$ cat config.mk
export PLATFORM = sky130hd
export DESIGN_NAME = page_frame_manager_clock_sweep_top_flat
export DESIGN_NICKNAME = d
export VERILOG_FILES = /design/src/hw/rtl/pfm_pkg.sv /design/src/hw/rtl/pfm_if.sv /design/src/hw/rtl/pfm_dp.sv /design/src/hw/rtl/pfm_ctrl.sv /design/src/hw/rtl/page_frame_manager_clock_sweep_top.sv /design/src/flat_wrapper.sv
export VERILOG_INCLUDE_DIRS = /design/src /design/src/hw/rtl
export SDC_FILE = /design/constraint.sdc
export NUM_CORES = 1
export LEC_CHECK = 0
export ABC_AREA = 1
export BUFFER_PORTS_ARGS = -buffer_cell sky130_fd_sc_hd__buf_2
export CAP_MARGIN = 10
export CORE_UTILIZATION = 30
export CTS_CLUSTER_DIAMETER = 200
export DETAILED_ROUTE_END_ITERATION = 7
export SETUP_SLACK_MARGIN = 0.15
export SLEW_MARGIN = 20
export SYNTH_ARGS = -nofsm -noshare
export SYNTH_HDL_FRONTEND = slang
export SYNTH_SLANG_ARGS = --single-unit
$ cat constraint.sdc
create_clock -name clk_i -period 3.7 [get_ports clk_i]
set_input_delay 0.74 -clock clk_i [delete_from_list [all_inputs] [get_ports clk_i]]
set_output_delay 0.74 -clock clk_i [all_outputs]
set_load 0.1 [all_outputs]
$ cat src/hw/rtl/assert_macros.svh
// Assertion macros used by the frame manager controller (pfm_ctrl).
// No dependencies.
`ifndef ASSERT_MACROS_SVH
`define ASSERT_MACROS_SVH
// implication checked every clock, off during reset
`define ASSERT_IMP(lbl, clk, rstn, ante, cons) \
  lbl: assert property (@(posedge clk) disable iff (!rstn) (ante) |-> (cons)) \
    else $error("assertion failed");
// next-cycle implication
`define ASSERT_NXT(lbl, clk, rstn, ante, cons) \
  lbl: assert property (@(posedge clk) disable iff (!rstn) (ante) |=> (cons)) \
    else $error("assertion failed");
`endif

$ cat src/hw/rtl/pfm_pkg.sv
// Package for the page frame manager: constants, codes, item and command/status structs.
// No dependencies.
package pfm_pkg;
  localparam int unsigned SlotsDef    = 16;
  localparam int unsigned PageIdDef   = 32;
  localparam int unsigned PinDef      = 8;
  localparam int unsigned CfgBits     = 5;
  localparam int unsigned SlotOutBits = 4;
  localparam int unsigned WbOutBits   = 32;

  localparam logic [CfgBits-1:0] CfgRst = 5'd16;

  localparam logic [1:0] CmdPin      = 2'd0;
  localparam logic [1:0] CmdUnpin    = 2'd1;
  localparam logic [1:0] CmdFlush    = 2'd2;
  localparam logic [1:0] CmdFlushAll = 2'd3;

  localparam logic [2:0] StOk       = 3'd0;
  localparam logic [2:0] StNoVictim = 3'd1;
  localparam logic [2:0] StNotRes   = 3'd2;
  localparam logic [2:0] StBadId    = 3'd3;
  localparam logic [2:0] StUnder    = 3'd4;
  localparam logic [2:0] StSat      = 3'd5;

  localparam logic [1:0] FillNone = 2'd0;
  localparam logic [1:0] FillZero = 2'd1;
  localparam logic [1:0] FillDisk = 2'd2;

  // result forms, picked by the controller, assembled in the top
  localparam logic [2:0] RkErr    = 3'd0;  // status only
  localparam logic [2:0] RkHit    = 3'd1;  // slot + hit (pin hit, unpin)
  localparam logic [2:0] RkInst   = 3'd2;  // sweep install
  localparam logic [2:0] RkFl     = 3'd3;  // flush of a found page
  localparam logic [2:0] RkAllWb  = 3'd4;  // flush-all write-back
  localparam logic [2:0] RkAllEnd = 3'd5;  // flush-all closing item

  localparam logic [0:0] AddrSlotsInUse = 1'b0;

  typedef struct packed {
    logic [1:0]  command;
    logic [31:0] page_id;
    logic        zero_fill;
    logic        mark_dirty;
  } pfm_req_t;

  typedef struct packed {
    logic [3:0]  slot;
    logic        hit;
    logic        evicted;
    logic        writeback;
    logic [31:0] writeback_page;
    logic [1:0]  fill_mode;
    logic [2:0]  status;
    logic        last;
  } pfm_res_t;

  // controller -> datapath
  typedef struct packed {
    logic load;     // latch the input item, index := 0
    logic idx_inc;  // index := index + 1
    logic hand_fix; // hand := 0 if out of range, index := hand, clear step count
    logic hand_adv; // index/hand advance modulo n, count sweep step
    logic clr_use;  // clear usage at index
    logic do_hit;   // pin hit: bump pin, set usage
    logic do_inst;  // install new page at index
    logic do_unpin; // drop pin, maybe set dirty
    logic clr_dirty;// clear dirty at index
  } pfm_cmd_t;

  // datapath -> controller
  typedef struct packed {
    logic cmd_all;
    logic cmd_pin;
    logic cmd_unpin;
    logic id_zero;
    logic match;     // slot at index holds the page
    logic last_idx;  // index is n-1
    logic pinned;
    logic free;
    logic used;
    logic dirty;
    logic pin_max;
    logic sweep_done;// 2n sweep steps done
  } pfm_sts_t;
endpackage

$ cat src/hw/rtl/pfm_if.sv
// Valid/ready channel interface carrying a generic payload.
// Depends on nothing.
interface pfm_if #(parameter type T = logic) ();
  logic valid;
  logic ready;
  T     data;
  modport source (output valid, output data, input ready);
  modport sink (input valid, input data, output ready);
endinterface

$ cat src/hw/rtl/pfm_dp.sv
// Datapath: slot table, scan index, sweep hand, latched item.
// Depends on pfm_pkg.
module pfm_dp #(
  parameter int unsigned SLOTS = pfm_pkg::SlotsDef,
  parameter int unsigned PAGE_ID_BITS = pfm_pkg::PageIdDef,
  parameter int unsigned PIN_BITS = pfm_pkg::PinDef
) (
  input  logic clk_i,
  input  logic rst_ni,
  input  logic [pfm_pkg::CfgBits-1:0] n_i,
  input  logic [1:0] command_i,
  input  logic [31:0] page_id_i,
  input  logic fresh_i,
  input  logic mark_dirty_i,
  input  pfm_pkg::pfm_cmd_t cmd_i,
  output pfm_pkg::pfm_sts_t sts_o,
  output logic [$clog2(SLOTS)-1:0] idx_o,
  output logic [PAGE_ID_BITS-1:0] res_page_o,
  output logic fresh_o
);
  import pfm_pkg::*;
  localparam int unsigned IB = $clog2(SLOTS);
  localparam int unsigned NB = IB + 1;
  localparam int unsigned CB = $clog2(2*SLOTS+1);

  logic [PAGE_ID_BITS-1:0] page_q [SLOTS];
  logic [PIN_BITS-1:0] pin_q [SLOTS];
  logic [SLOTS-1:0] use_q, dirty_q;
  logic [IB-1:0] idx_q, hand_q, nm1, idx_nxt;
  logic [CB-1:0] cnt_q;
  logic [1:0] cmdr_q;
  logic [PAGE_ID_BITS-1:0] id_q;
  logic fresh_q, md_q;
  logic [NB-1:0] n_eff;

  // clamp register to 1..SLOTS
  always_comb begin
    if (n_i == '0) n_eff = NB'(1);
    else if (32'(n_i) > SLOTS) n_eff = NB'(SLOTS);
    else n_eff = NB'(n_i);
  end
  assign nm1 = IB'(n_eff - 1'b1);
  assign idx_nxt = (idx_q == nm1) ? '0 : idx_q + 1'b1;

  always_ff @(posedge clk_i or negedge rst_ni) begin
    if (!rst_ni) begin
      idx_q <= '0; hand_q <= '0; cnt_q <= '0;
      use_q <= '0; dirty_q <= '0;
      cmdr_q <= CmdPin; id_q <= '0; fresh_q <= 1'b0; md_q <= 1'b0;
      for (int i = 0; i < SLOTS; i++) begin
        page_q[i] <= '0; pin_q[i] <= '0;
      end
    end else begin
      if (cmd_i.load) begin
        cmdr_q <= command_i;
        id_q <= PAGE_ID_BITS'(page_id_i);
        fresh_q <= fresh_i; md_q <= mark_dirty_i;
      end
      // scan index
      if (cmd_i.load) idx_q <= '0;
      else if (cmd_i.idx_inc) idx_q <= idx_q + 1'b1;
      else if (cmd_i.hand_fix) idx_q <= (hand_q > nm1) ? '0 : hand_q;
      else if (cmd_i.hand_adv) idx_q <= idx_nxt;
      // sweep hand and step count
      if (cmd_i.hand_fix) begin
        cnt_q <= '0;
        if (hand_q > nm1) hand_q <= '0;
      end else if (cmd_i.hand_adv) begin
        cnt_q <= cnt_q + 1'b1;
        hand_q <= idx_nxt;
      end
      // slot table, one update per cycle
      if (cmd_i.do_hit) begin
        pin_q[idx_q] <= pin_q[idx_q] + 1'b1; use_q[idx_q] <= 1'b1;
      end else if (cmd_i.do_inst) begin
        page_q[idx_q] <= id_q; pin_q[idx_q] <= PIN_BITS'(1);
        use_q[idx_q] <= 1'b1; dirty_q[idx_q] <= 1'b0;
      end else if (cmd_i.do_unpin) begin
        pin_q[idx_q] <= pin_q[idx_q] - 1'b1;
        if (md_q) dirty_q[idx_q] <= 1'b1;
      end else if (cmd_i.clr_use) begin
        use_q[idx_q] <= 1'b0;
      end else if (cmd_i.clr_dirty) begin
        dirty_q[idx_q] <= 1'b0;
      end
    end
  end

  always_comb begin
    sts_o.cmd_all   = (cmdr_q == CmdFlushAll);
    sts_o.cmd_pin   = (cmdr_q == CmdPin);
    sts_o.cmd_unpin = (cmdr_q == CmdUnpin);
    sts_o.id_zero   = (id_q == '0);
    sts_o.match     = (page_q[idx_q] == id_q);
    sts_o.last_idx  = (idx_q == nm1);
    sts_o.pinned    = (pin_q[idx_q] != '0);
    sts_o.free      = (page_q[idx_q] == '0);
    sts_o.used      = use_q[idx_q];
    sts_o.dirty     = dirty_q[idx_q];
    sts_o.pin_max   = (pin_q[idx_q] == '1);
    sts_o.sweep_done = (cnt_q == CB'({n_eff, 1'b0}));
  end
  assign idx_o = idx_q;
  assign res_page_o = page_q[idx_q];
  assign fresh_o = fresh_q;
endmodule

$ cat src/hw/rtl/pfm_ctrl.sv
// Controller FSM: sequences lookup, clock sweep and flush-all, forms results.
// Depends on pfm_pkg and assert_macros.svh.
`include "assert_macros.svh"
module pfm_ctrl (
  input  logic clk_i,
  input  logic rst_ni,
  input  logic in_valid_i,
  output logic in_ready_o,
  input  logic out_ready_i,
  output logic out_valid_o,
  output logic [2:0] kind_o,   // result form, see Rk*
  output logic [2:0] st_o,
  input  pfm_pkg::pfm_sts_t sts_i,
  output pfm_pkg::pfm_cmd_t cmd_o
);
  import pfm_pkg::*;
  typedef enum logic [4:0] {
    SIdle = 5'b00001, SLook = 5'b00010, SSwp = 5'b00100,
    SAll  = 5'b01000, SOut  = 5'b10000
  } state_e;

  state_e state_q, state_d;
  logic [2:0] kind_q, kind_d;
  logic [2:0] st_q, st_d;

  always_comb begin
    state_d = state_q; kind_d = kind_q; st_d = st_q;
    cmd_o = '0;
    unique case (state_q)
      SIdle: if (in_valid_i) begin cmd_o.load = 1'b1; state_d = SLook; end
      SLook: begin
        st_d = StOk; state_d = SOut;
        priority if (sts_i.cmd_all) state_d = SAll;
        else if (sts_i.id_zero) begin
          kind_d = RkErr; st_d = StBadId;
        end else if (sts_i.match) begin
          priority if (sts_i.cmd_pin) begin
            kind_d = RkHit;
            if (sts_i.pin_max) st_d = StSat;
          end else if (sts_i.cmd_unpin) begin
            kind_d = RkHit;
            if (!sts_i.pinned) st_d = StUnder;
          end else kind_d = RkFl;
        end else if (!sts_i.last_idx) begin
          cmd_o.idx_inc = 1'b1; state_d = SLook;
        end else if (sts_i.cmd_pin) begin
          cmd_o.hand_fix = 1'b1; state_d = SSwp;
        end else begin
          kind_d = RkErr; st_d = StNotRes;
        end
      end
      SSwp: begin
        priority if (sts_i.sweep_done) begin
          kind_d = RkErr; st_d = StNoVictim; state_d = SOut;
        end else if (!sts_i.pinned && (sts_i.free || !sts_i.used)) begin
          kind_d = RkInst; st_d = StOk; state_d = SOut;
        end else begin
          // pinned, or unpinned with usage set: skip it; an unpinned one loses its usage (second chance)
          cmd_o.clr_use = !sts_i.pinned;
          cmd_o.hand_adv = 1'b1;
        end
      end
      SAll: begin
        st_d = StOk;
        if (!sts_i.free && sts_i.dirty) begin
          kind_d = RkAllWb; state_d = SOut;
        end else if (sts_i.last_idx) begin
          kind_d = RkAllEnd; state_d = SOut;
        end else cmd_o.idx_inc = 1'b1;
      end
      SOut: if (out_ready_i) begin
        // table updates happen on delivery so the item stays stable while it waits
        state_d = SIdle;
        unique case (kind_q)
          RkHit: if (st_q == StOk) begin
            cmd_o.do_hit = sts_i.cmd_pin;
            cmd_o.do_unpin = sts_i.cmd_unpin;
          end
          RkInst: begin cmd_o.do_inst = 1'b1; cmd_o.hand_adv = 1'b1; end
          RkFl: cmd_o.clr_dirty = 1'b1;
          RkAllWb: begin
            cmd_o.clr_dirty = 1'b1;
            if (sts_i.last_idx) begin
              kind_d = RkAllEnd; state_d = SOut;
            end else begin cmd_o.idx_inc = 1'b1; state_d = SAll; end
          end
          default: ;
        endcase
      end
      default: state_d = SIdle;
    endcase
  end

  always_ff @(posedge clk_i or negedge rst_ni) begin
    if (!rst_ni) begin
      state_q <= SIdle; kind_q <= RkErr; st_q <= StOk;
    end else begin
      state_q <= state_d; kind_q <= kind_d; st_q <= st_d;
    end
  end

  assign in_ready_o  = (state_q == SIdle);
  assign out_valid_o = (state_q == SOut);
  assign kind_o      = kind_q;
  assign st_o        = st_q;

  `ASSERT_IMP(a_excl, clk_i, rst_ni, out_valid_o, !in_ready_o)
  `ASSERT_IMP(a_oneupd, clk_i, rst_ni, cmd_o.do_inst, state_q == SOut && kind_q == RkInst)
  `ASSERT_NXT(a_acc, clk_i, rst_ni, in_valid_i && in_ready_o, state_q == SLook)
  `ASSERT_IMP(a_fix, clk_i, rst_ni, cmd_o.hand_fix, state_q == SLook)
endmodule

$ cat src/hw/rtl/page_frame_manager_clock_sweep_top.sv
// Top level of the page frame manager: channels, APB register, ctrl + datapath.
// Depends on pfm_pkg, pfm_if, pfm_ctrl, pfm_dp.
// One item is in flight at a time; the single-ported slot table read at the
// scan index sets the pace. After an item is accepted the lookup examines the
// slots in order from slot 0, stopping at the first match (up to n, the clamped
// slots_in_use). A pin that misses then sweeps from the hand, giving up after
// 2n steps. Each result is held until the receiver is ready, and the block
// returns to idle before it accepts the next item. Flush-all examines every slot
// below n and delivers one result per dirty resident slot (its write-back),
// then a closing item. slots_in_use is written over APB at address 0; the user
// must write it only while idle, which the block itself does not enforce.
module page_frame_manager_clock_sweep_top #(
  parameter int unsigned SLOTS = pfm_pkg::SlotsDef,
  parameter int unsigned PAGE_ID_BITS = pfm_pkg::PageIdDef,
  parameter int unsigned PIN_BITS = pfm_pkg::PinDef
) (
  input  logic clk_i,
  input  logic rst_ni,
  pfm_if.sink   in_if,
  pfm_if.source out_if,
  input  logic psel,
  input  logic penable,
  input  logic pwrite,
  input  logic [0:0] paddr,
  input  logic [31:0] pwdata,
  output logic [31:0] prdata,
  output logic pready
);
  import pfm_pkg::*;

  pfm_cmd_t cmd;
  pfm_sts_t sts;
  logic [CfgBits-1:0] n_q;
  logic [2:0] kind;
  logic [2:0] st;
  logic [$clog2(SLOTS)-1:0] idx;
  logic [PAGE_ID_BITS-1:0] rpage;
  logic fresh;

  assign pready = 1'b1;
  always_ff @(posedge clk_i or negedge rst_ni) begin
    if (!rst_ni) n_q <= CfgRst;
    else if (psel && penable && pwrite && pready && paddr == AddrSlotsInUse)
      n_q <= pwdata[CfgBits-1:0];
  end
  assign prdata = (paddr == AddrSlotsInUse) ? {27'd0, n_q} : 32'd0;

  pfm_ctrl u_ctrl (
    .clk_i, .rst_ni,
    .in_valid_i(in_if.valid), .in_ready_o(in_if.ready),
    .out_ready_i(out_if.ready), .out_valid_o(out_if.valid),
    .kind_o(kind), .st_o(st), .sts_i(sts), .cmd_o(cmd)
  );

  pfm_dp #(.SLOTS(SLOTS), .PAGE_ID_BITS(PAGE_ID_BITS), .PIN_BITS(PIN_BITS)) u_dp (
    .clk_i, .rst_ni, .n_i(n_q),
    .command_i(in_if.data.command), .page_id_i(in_if.data.page_id),
    .fresh_i(in_if.data.zero_fill), .mark_dirty_i(in_if.data.mark_dirty),
    .cmd_i(cmd), .sts_o(sts), .idx_o(idx), .res_page_o(rpage), .fresh_o(fresh)
  );

  // result item: fields come from the slot at the scan index
  always_comb begin
    out_if.data = '0;
    out_if.data.status = st;
    out_if.data.last = (kind != RkAllWb);
    unique case (kind)
      RkHit: begin out_if.data.slot = SlotOutBits'(idx); out_if.data.hit = 1'b1; end
      RkInst: begin
        out_if.data.slot = SlotOutBits'(idx);
        out_if.data.evicted = !sts.free;
        out_if.data.writeback = !sts.free && sts.dirty;
        out_if.data.writeback_page = (!sts.free && sts.dirty) ? WbOutBits'(rpage) : '0;
        out_if.data.fill_mode = fresh ? FillZero : FillDisk;
      end
      RkFl: begin
        out_if.data.slot = SlotOutBits'(idx); out_if.data.hit = 1'b1;
        if (sts.dirty) begin
          out_if.data.writeback = 1'b1;
          out_if.data.writeback_page = WbOutBits'(rpage);
        end
      end
      RkAllWb: begin
        out_if.data.slot = SlotOutBits'(idx); out_if.data.hit = 1'b1;
        out_if.data.writeback = 1'b1;
        out_if.data.writeback_page = WbOutBits'(rpage);
      end
      default: ;
    endcase
  end
endmodule

$ cat src/flat_wrapper.sv
// flat-port wrapper written by rule: the top's interface ports become plain ports
module page_frame_manager_clock_sweep_top_flat import pfm_pkg::*;
#(
  parameter int unsigned SLOTS = pfm_pkg::SlotsDef,
  parameter int unsigned PAGE_ID_BITS = pfm_pkg::PageIdDef,
  parameter int unsigned PIN_BITS = pfm_pkg::PinDef
)
  (clk_i, rst_ni, psel, penable, pwrite, paddr, pwdata, prdata, pready, in_if_valid, in_if_data, in_if_ready, out_if_valid, out_if_data, out_if_ready);
  pfm_if #(.T(pfm_req_t)) in_if_i ();
  pfm_if #(.T(pfm_res_t)) out_if_i ();
  input  logic clk_i;
  input  logic rst_ni;
  input  logic psel;
  input  logic penable;
  input  logic pwrite;
  input  logic [0:0] paddr;
  input  logic [31:0] pwdata;
  output logic [31:0] prdata;
  output logic pready;
  input wire logic [$bits(in_if_i.valid)-1:0] in_if_valid;
  input wire logic [$bits(in_if_i.data)-1:0] in_if_data;
  output wire logic [$bits(in_if_i.ready)-1:0] in_if_ready;
  output wire logic [$bits(out_if_i.valid)-1:0] out_if_valid;
  output wire logic [$bits(out_if_i.data)-1:0] out_if_data;
  input wire logic [$bits(out_if_i.ready)-1:0] out_if_ready;
  assign in_if_i.valid = in_if_valid;
  assign in_if_i.data = in_if_data;
  assign in_if_ready = in_if_i.ready;
  assign out_if_valid = out_if_i.valid;
  assign out_if_data = out_if_i.data;
  assign out_if_i.ready = out_if_ready;
  page_frame_manager_clock_sweep_top #(.SLOTS(SLOTS), .PAGE_ID_BITS(PAGE_ID_BITS), .PIN_BITS(PIN_BITS)) u_core (.clk_i(clk_i), .rst_ni(rst_ni), .in_if(in_if_i), .out_if(out_if_i), .psel(psel), .penable(penable), .pwrite(pwrite), .paddr(paddr), .pwdata(pwdata), .prdata(prdata), .pready(pready));
endmodule
Yosys cells after proc, flatten, opt, wreduce, memory -nomap -nowiden
Cells that the tools add are included.

Input port bits: 76. Output and inout port bits: 80. Register bits after elaboration: 738. Word-level logic and storage cells: 243.

Equality and inequality tests: 27. Add/subtract/negate cells: 5. Mux-type cells: 116. Reductions and logical operators: 33. $lt $le $gt $ge: 6. Bitwise operators: 11.

Operators by type and width (count): $bwmux 512 (1); $mux 128 (3); $bwmux 128 (2); $mux 16 (9); $bmux 32 s4 (1); $demux 32 s4 (1); $mux 32 (4); $and 112x112->112 (1); $not 112->112 (1); $pmux 33 s3 (1); $mux 5 (16); $logic_not 32->1 (2); $mux 3 (21); $or 16x16->16 (3); $mux 4 (9); $mux 33 (1); $and 16x16->16 (2); $bmux 8 s4 (1); $demux 8 s4 (1); $eq 32x32->1 (1); $pmux 5 s5 (1); $mux 8 (3); $mux 1 (22); $mux 2 (10); 56 further kinds (81).

Longest topological paths before layout
Word-level depth: 14. Depth in mapped cells: 24. Depth with buffers taken out: 21.

Hierarchy
From an unflattened synthesis, not the netlist that was laid out.

Cells, all modules: 5527. Area total of the unflattened synthesis: 39959.6 µm².

By module, submodules not included: pfm_dp (times used 1, seq. area each 18067.3 µm², cells each 4988, area an instance 37198.2 µm²); page_frame_manager_clock_sweep_top (times used 1, seq. area each 126.4 µm², cells each 370, area an instance 1761.7 µm²); pfm_ctrl (times used 1, seq. area each 276.5 µm², cells each 169, area an instance 999.7 µm²).

Least setup slack after synthesis
Ideal clock, no wire load.

Kind: register to output. Start: register u_core.u_dp.idx_q[0] (netlist: u_core.u_dp.idx_o[0]). End: output port out_if_data[29]. Path slack: -1927 ps. Data arrival time: 4887 ps. Stages on the path, launching flop included: 18. Buffers on the path: 4. Data required time: 2960 ps. Cell sequence: dfrtp_1 buf_4 inv_2 buf_4 clkbuf_1 nor2_1 o21ai_0 nand2_1 nand2_1 nor2_1 nand2_1 nor2_1 nand2_1 nor2_1 a21oi_1 o22ai_2 clkbuf_1 nor2_1.

Longest elaborated chain between the ends: 9. Elaborated cells between the ends (all ways): 12. Those cells by class: mux: 8; bitwise: 1; reduce/logical: 3.

Ends and longest elaborated chain: start: declaration (line pfm_dp.sv:29) `logic [IB-1:0] idx_q, hand_q, nm1, idx_nxt;`; start signal: assignment (line pfm_dp.sv:61) `else if (cmd_i.idx_inc) idx_q <= idx_q + 1'b1;`; start signal: assignment (line pfm_dp.sv:62) `else if (cmd_i.hand_fix) idx_q <= (hand_q > nm1) ? '0 : hand_q;`; start signal: assignment (line pfm_dp.sv:63) `else if (cmd_i.hand_adv) idx_q <= idx_nxt;`; $not 4->5 (not written as such) (line pfm_dp.sv:97, pfm_dp.sv:104); $bmux 32 s4 (line pfm_dp.sv:97, pfm_dp.sv:104); $mux 32 (not written as such) (2 in a row) (line pfm_dp.sv:97, pfm_dp.sv:104); $logic_not 32->1 (line pfm_dp.sv:97) `sts_o.free = (page_q[idx_q] == '0);`; $logic_not 1->1 (line page_frame_manager_clock_sweep_top.sv:73) `out_if.data.writeback_page = (!sts.free && sts.dirty) ? WbOutBits'(rpage) : '0;`; $logic_and 1x1->1 (line page_frame_manager_clock_sweep_top.sv:73); $mux 32 (line page_frame_manager_clock_sweep_top.sv:73); $pmux 33 s3 * (line page_frame_manager_clock_sweep_top.sv:67) `unique case (kind)`; end: declaration (line flat_wrapper.sv:24) `output wire logic [$bits(out_if_i.data)-1:0] out_if_data;`.

Mark *: on every way between the ends. The rest lies on a longest branch, timed or not. The select of a mux whose other input is x is not followed.

Worst setup path in the final report
Start: register u_core.u_dp.idx_q[0] (netlist: u_core.u_dp.idx_o[0]). End: output port out_if_data[33].

The elaborated chain is that of the path after synthesis.

==> flow_summary.json <==
{
  "violations": "negative setup slack",
  "fin_nets": 5755,
  "power.share.sequential_pct": 25.6,
  "antenna_found_initial": 3,
  "grt_max_degree": 92,
  "syn_area_per_cell_um2": 7.11,
  "placed_area_um2": 44000,
  "final_cells": 7463,
  "cts_buffer_depth": 3,
  "holdBufCountCts": 0,
  "dr_total_vias": 36608,
  "r2r_cells": 15,
  "synthFlopType": "dfrtp_1",
  "powerDensity_nw_per_um2": 733,
  "drtIter0Drc": 3608,
  "clk_pin_slew_worst_paths_ns": 0.06,
  "ant_nets": 0,
  "via_per_inst": 4.91,
  "routedWlPerCell_um": 17.7,
  "grt_pass1_wl_um": 204000,
  "worst_path_most_repeated_cell": "nand2_1",
  "cts.htree.levels": 3,
  "synth_top_area_share_pct": 47.2,
  "p_clk_share_pct": 25.8,
  "ir_worst_vdd_v": 0.000571,
  "grt_usage_pct": 19.8,
  "finalHoldViolations": 0,
  "critPathCapture": "out_if_data[33]",
  "synth.distinct_cells": 44,
  "cts.sinks": 738,
  "n_fill_cell": 13257,
  "port_buffers": 100,
  "synth_cells": 5489,
  "critical_path_class": "flop to primary output",
  "insertion_delay_ns": 0.71,
  "synth_edf_count": 0,
  "status": "finished with violations",
  "start_util_pct": 30.4,
  "yosys.area.top_type": "dfrtp_1",
  "cp-startpoint": "u_core.u_dp.idx_o[0]$_DFFE_PN0P_",
  "async_flop_share_pct": 100,
  "p_int_uw": 19300,
  "worstMarginPinSlew_ns": 0.965,
  "wl_um": 132000,
  "synth_seq_area_share_pct": 47.3,
  "synthTopCellsByArea": "dfrtp_1, nand2_1, o21ai_0",
  "drc": 0,
  "grt-ovfl-total": 0,
  "crit_arrival_ns": 4.01,
  "maxCapViolations": 0,
  "place_congestion": 0.903,
  "p_leak_uw": 0.0229,
  "die-width_um": 363,
  "dp_cells": 7299,
  "core_area_um2": 128000,
  "cp_slowest_stage_delay_ns": 0.56,
  "rsz0062_at_grt": "yes",
  "period_needed_ns": 4.75,
  "design_area_um2": 47500,
  "p_sw_uw": 15500,
  "worstPathMaxFanout": 12,
  "die-area_um2": 132000,
  "cts_root_buf": "clkbuf_16",
  "startpoint_type": "flop",
  "ios": 156,
  "finalCritPeriodShare_pct": 128,
  "netlist_area_um2": 39000,
  "max_freq_ghz": 0.210,
  "r2r-start": "u_core.u_dp.idx_o[0]$_DFFE_PN0P_",
  "fin_skew_ns": 0.0579,
  "numCtsBuffers": 87,
  "final-setup-viol-count": 36,
  "setup.worst_path.end_class": "primary output",
  "hp-class": "primary input to async pin",
  "combPwrFrac_pct": 48.6,
  "relSlewSlack_pct": 35.7,
  "yosysWarningCount": 0,
  "dr.pass1.iters": 6,
  "slowest_stage": "dfrtp_4",
  "grt_pass1_vias": 34196,
  "ys_ff_latch": 738,
  "pre_cts_ws_ns": -0.620,
  "diodes": 0,
  "areaGrowthSynthToFinish_pct": 21.6,
  "required_ns": 2.96,
  "switching_share_pct": 44.4,
  "r2r_setup_slack_ns": -0.04,
  "crit_chain": "clkinv_8 -> buf_4 -> buf_4 -> buf_12 -> nand2_1 -> nand3_1 -> nand2_1 -> nand2_1 -> nand2_1 -> nor2_2 -> buf_4 -> nand2_1 -> nor2_1 -> nand2_1 -> nor2_2 -> buf_12 -> a21oi_4 -> o22ai_4 -> buf_12 -> clkbuf_16 -> buf_4 -> nor2_4 -> buf_6",
  "cts_tree": "done",
  "rows": 131,
  "slew_violations": 0,
  "drive_gt1_share_pct": 12.5,
  "dp_hpwl_um": 85000,
  "r2r-end": "u_core.u_dp.pin_q[46]$_DFFE_PN0P_",
  "die_h_um": 363,
  "worst_slack_ns": -1.05
}
==> layer usage <==
| metal | vias to the layer above | track usage [%] | part of all wire (%) | routed length, um |
|---|---|---|---|---|
| met2 | 1273 | 30.5 | 44 | 57600 |
| li1 | 17748 | - | - | - |
| met4 | 0 | 7.05 | 3.4 | 4470 |
| met1 | 17342 | 27.6 | 45 | 58800 |
| met3 | 245 | 3.91 | 8.4 | 11100 |
| met5 | - | 0 | 0 | 0 |
==> power groups by stage <==
stage	logic, uW	clock network [uW]	registers, uW
2_1_floorplan	9120	0	8900
3_3_place_gp	16500	0	9020
3_5_place_dp	16500	0	9030
4_1_cts	16600	9170	8890
5_1_grt	18200	9480	8960
6_report	16900	8980	8910
==> flip-flops by register name (all words and copies together) (netlist names), named ones only <==
name and flops:
u_core.u_dp.page_q 512, u_core.u_dp.pin_q 128, u_core.u_dp.id_q 32, u_core.u_dp.cnt_q 6, u_core.n_q 5, u_core.u_ctrl.state_q 5
u_core.u_dp.hand_q 4, u_core.u_dp.idx_o 4, u_core.u_ctrl.kind_o 3, u_core.u_ctrl.st_o 3, u_core.u_dp.cmdr_q 2, u_core.u_dp.fresh_o 1
u_core.u_dp.md_q 1
==> critical path: cells and delay by family (launching register included) <==
kind	cells	cell delay, ns
flip-flops	1	0.56
AO/OA/AOI/OAI	2	0.28
AND/OR/NAND/NOR	11	0.70
buffers and inverters	10	1.73
==> cells in the final DEF (no fill, tap or decap), drive strengths merged, types with 2 or more instances in the layout <==
| cell type | instances |
|---|---|
| a31oi | 68 |
| dfstp | 2 |
| a22oi | 9 |
| clkbuf | 131 |
| o31ai | 3 |
| inv | 522 |
| nor2 | 584 |
| o211ai | 6 |
| conb | 28 |
| clkinvlp | 4 |
| buf | 429 |
| bufinv | 7 |
| nand3 | 182 |
| ha | 13 |
| o22ai | 13 |
| nand3b | 2 |
| o21bai | 11 |
| clkinv | 25 |
| nand2 | 1750 |
| nor3 | 25 |
| dfrtp | 736 |
| xor2 | 13 |
| nor4 | 14 |
| nand4 | 22 |
| or2 | 2 |
| a21oi | 167 |
| o21ai | 960 |
==> worst min-delay path by stage <==
stage                                   startpoint                                  end  slack, ns  cells after the start
2_1_floorplan                               rst_ni                            async pin       0.44                      0
3_3_place_gp   u_core.u_dp.page_q[209]$_DFFE_PN0P_  u_core.u_dp.page_q[209]$_DFFE_PN0P_       0.46                      2
3_5_place_dp   u_core.u_dp.page_q[221]$_DFFE_PN0P_  u_core.u_dp.page_q[221]$_DFFE_PN0P_       0.47                      2
4_1_cts                                     rst_ni  u_core.u_dp.page_q[395]$_DFFE_PN0P_       0.15                      1
5_1_grt                                     rst_ni  u_core.u_dp.page_q[491]$_DFFE_PN0P_       0.17                      1
6_report                                    rst_ni  u_core.u_dp.page_q[395]$_DFFE_PN0P_       0.16                      1
==> cell usage after synthesis, types with 6 or more instances <==
master and count:
nand2_1 1743, o21ai_0 896, dfrtp_1 736, nor2_1 569
inv_1 513, clkbuf_1 220, nand3_1 182, a21oi_1 166
buf_2 96, a31oi_1 68, o21ai_1 63, buf_4 39
nand4_1 22, nor3_1 22, nor4_1 14, ha_1 13
nor2_2 13, xor2_1 13, o22ai_1 12, o21bai_1 11
buf_6 10, clkinv_1 10, a22oi_1 9, inv_2 7
nand2_2 7, o211ai_1 6
==> per-stage QoR <==
stage	util (%)	setup TNS [ns]	total power (uW)	hold slack (ns)
after CTS	36.7	-37.17	34700	0.149
after global routing	37.0	-43.00	36700	0.168
final	37.0	-34.52	34800	0.157
after floorplan	-	-4.11	18000	0.444
after global placement	34.3	-20.18	25500	0.461
after detailed placement	34.3	-20.33	25500	0.467
==> kinds of logic (layout without fill, tap and decap cells) <==
group,after synthesis,after routing,share of synthesized area (%)
other cells,2,28,0.0192
buf+inv,899,1118,9.52
flops,738,738,47.3
compound gates,1240,1240,16.4
simple gates,2583,2583,26.0
xor+xnor,14,14,0.314
fa+ha+maj,13,13,0.417
==> final cells by class <==
type / instances / area (um2) / share of cell area [%]
clock buffers: 129 / 2530 / 5.34
clock inverters: 28 / 470 / 0.991
inverters: 530 / 2010 / 4.24
multi-input cells: 3878 / 17600 / 37.0
flip-flops and latches: 738 / 18500 / 38.9
well taps: 1729 / 2160 / 4.56
repair buffers: 431 / 4220 / 8.89
==> timing repair <==
action | 4_1_cts | 5_1_grt
setup buffers | 1 | 5
cloned | 0 | 1
pin swaps | 0 | 7
resized for setup | 38 | 66
setup endpoints to repair | 103 | 208
No activity file was read; power rests on OpenSTA's default activity.
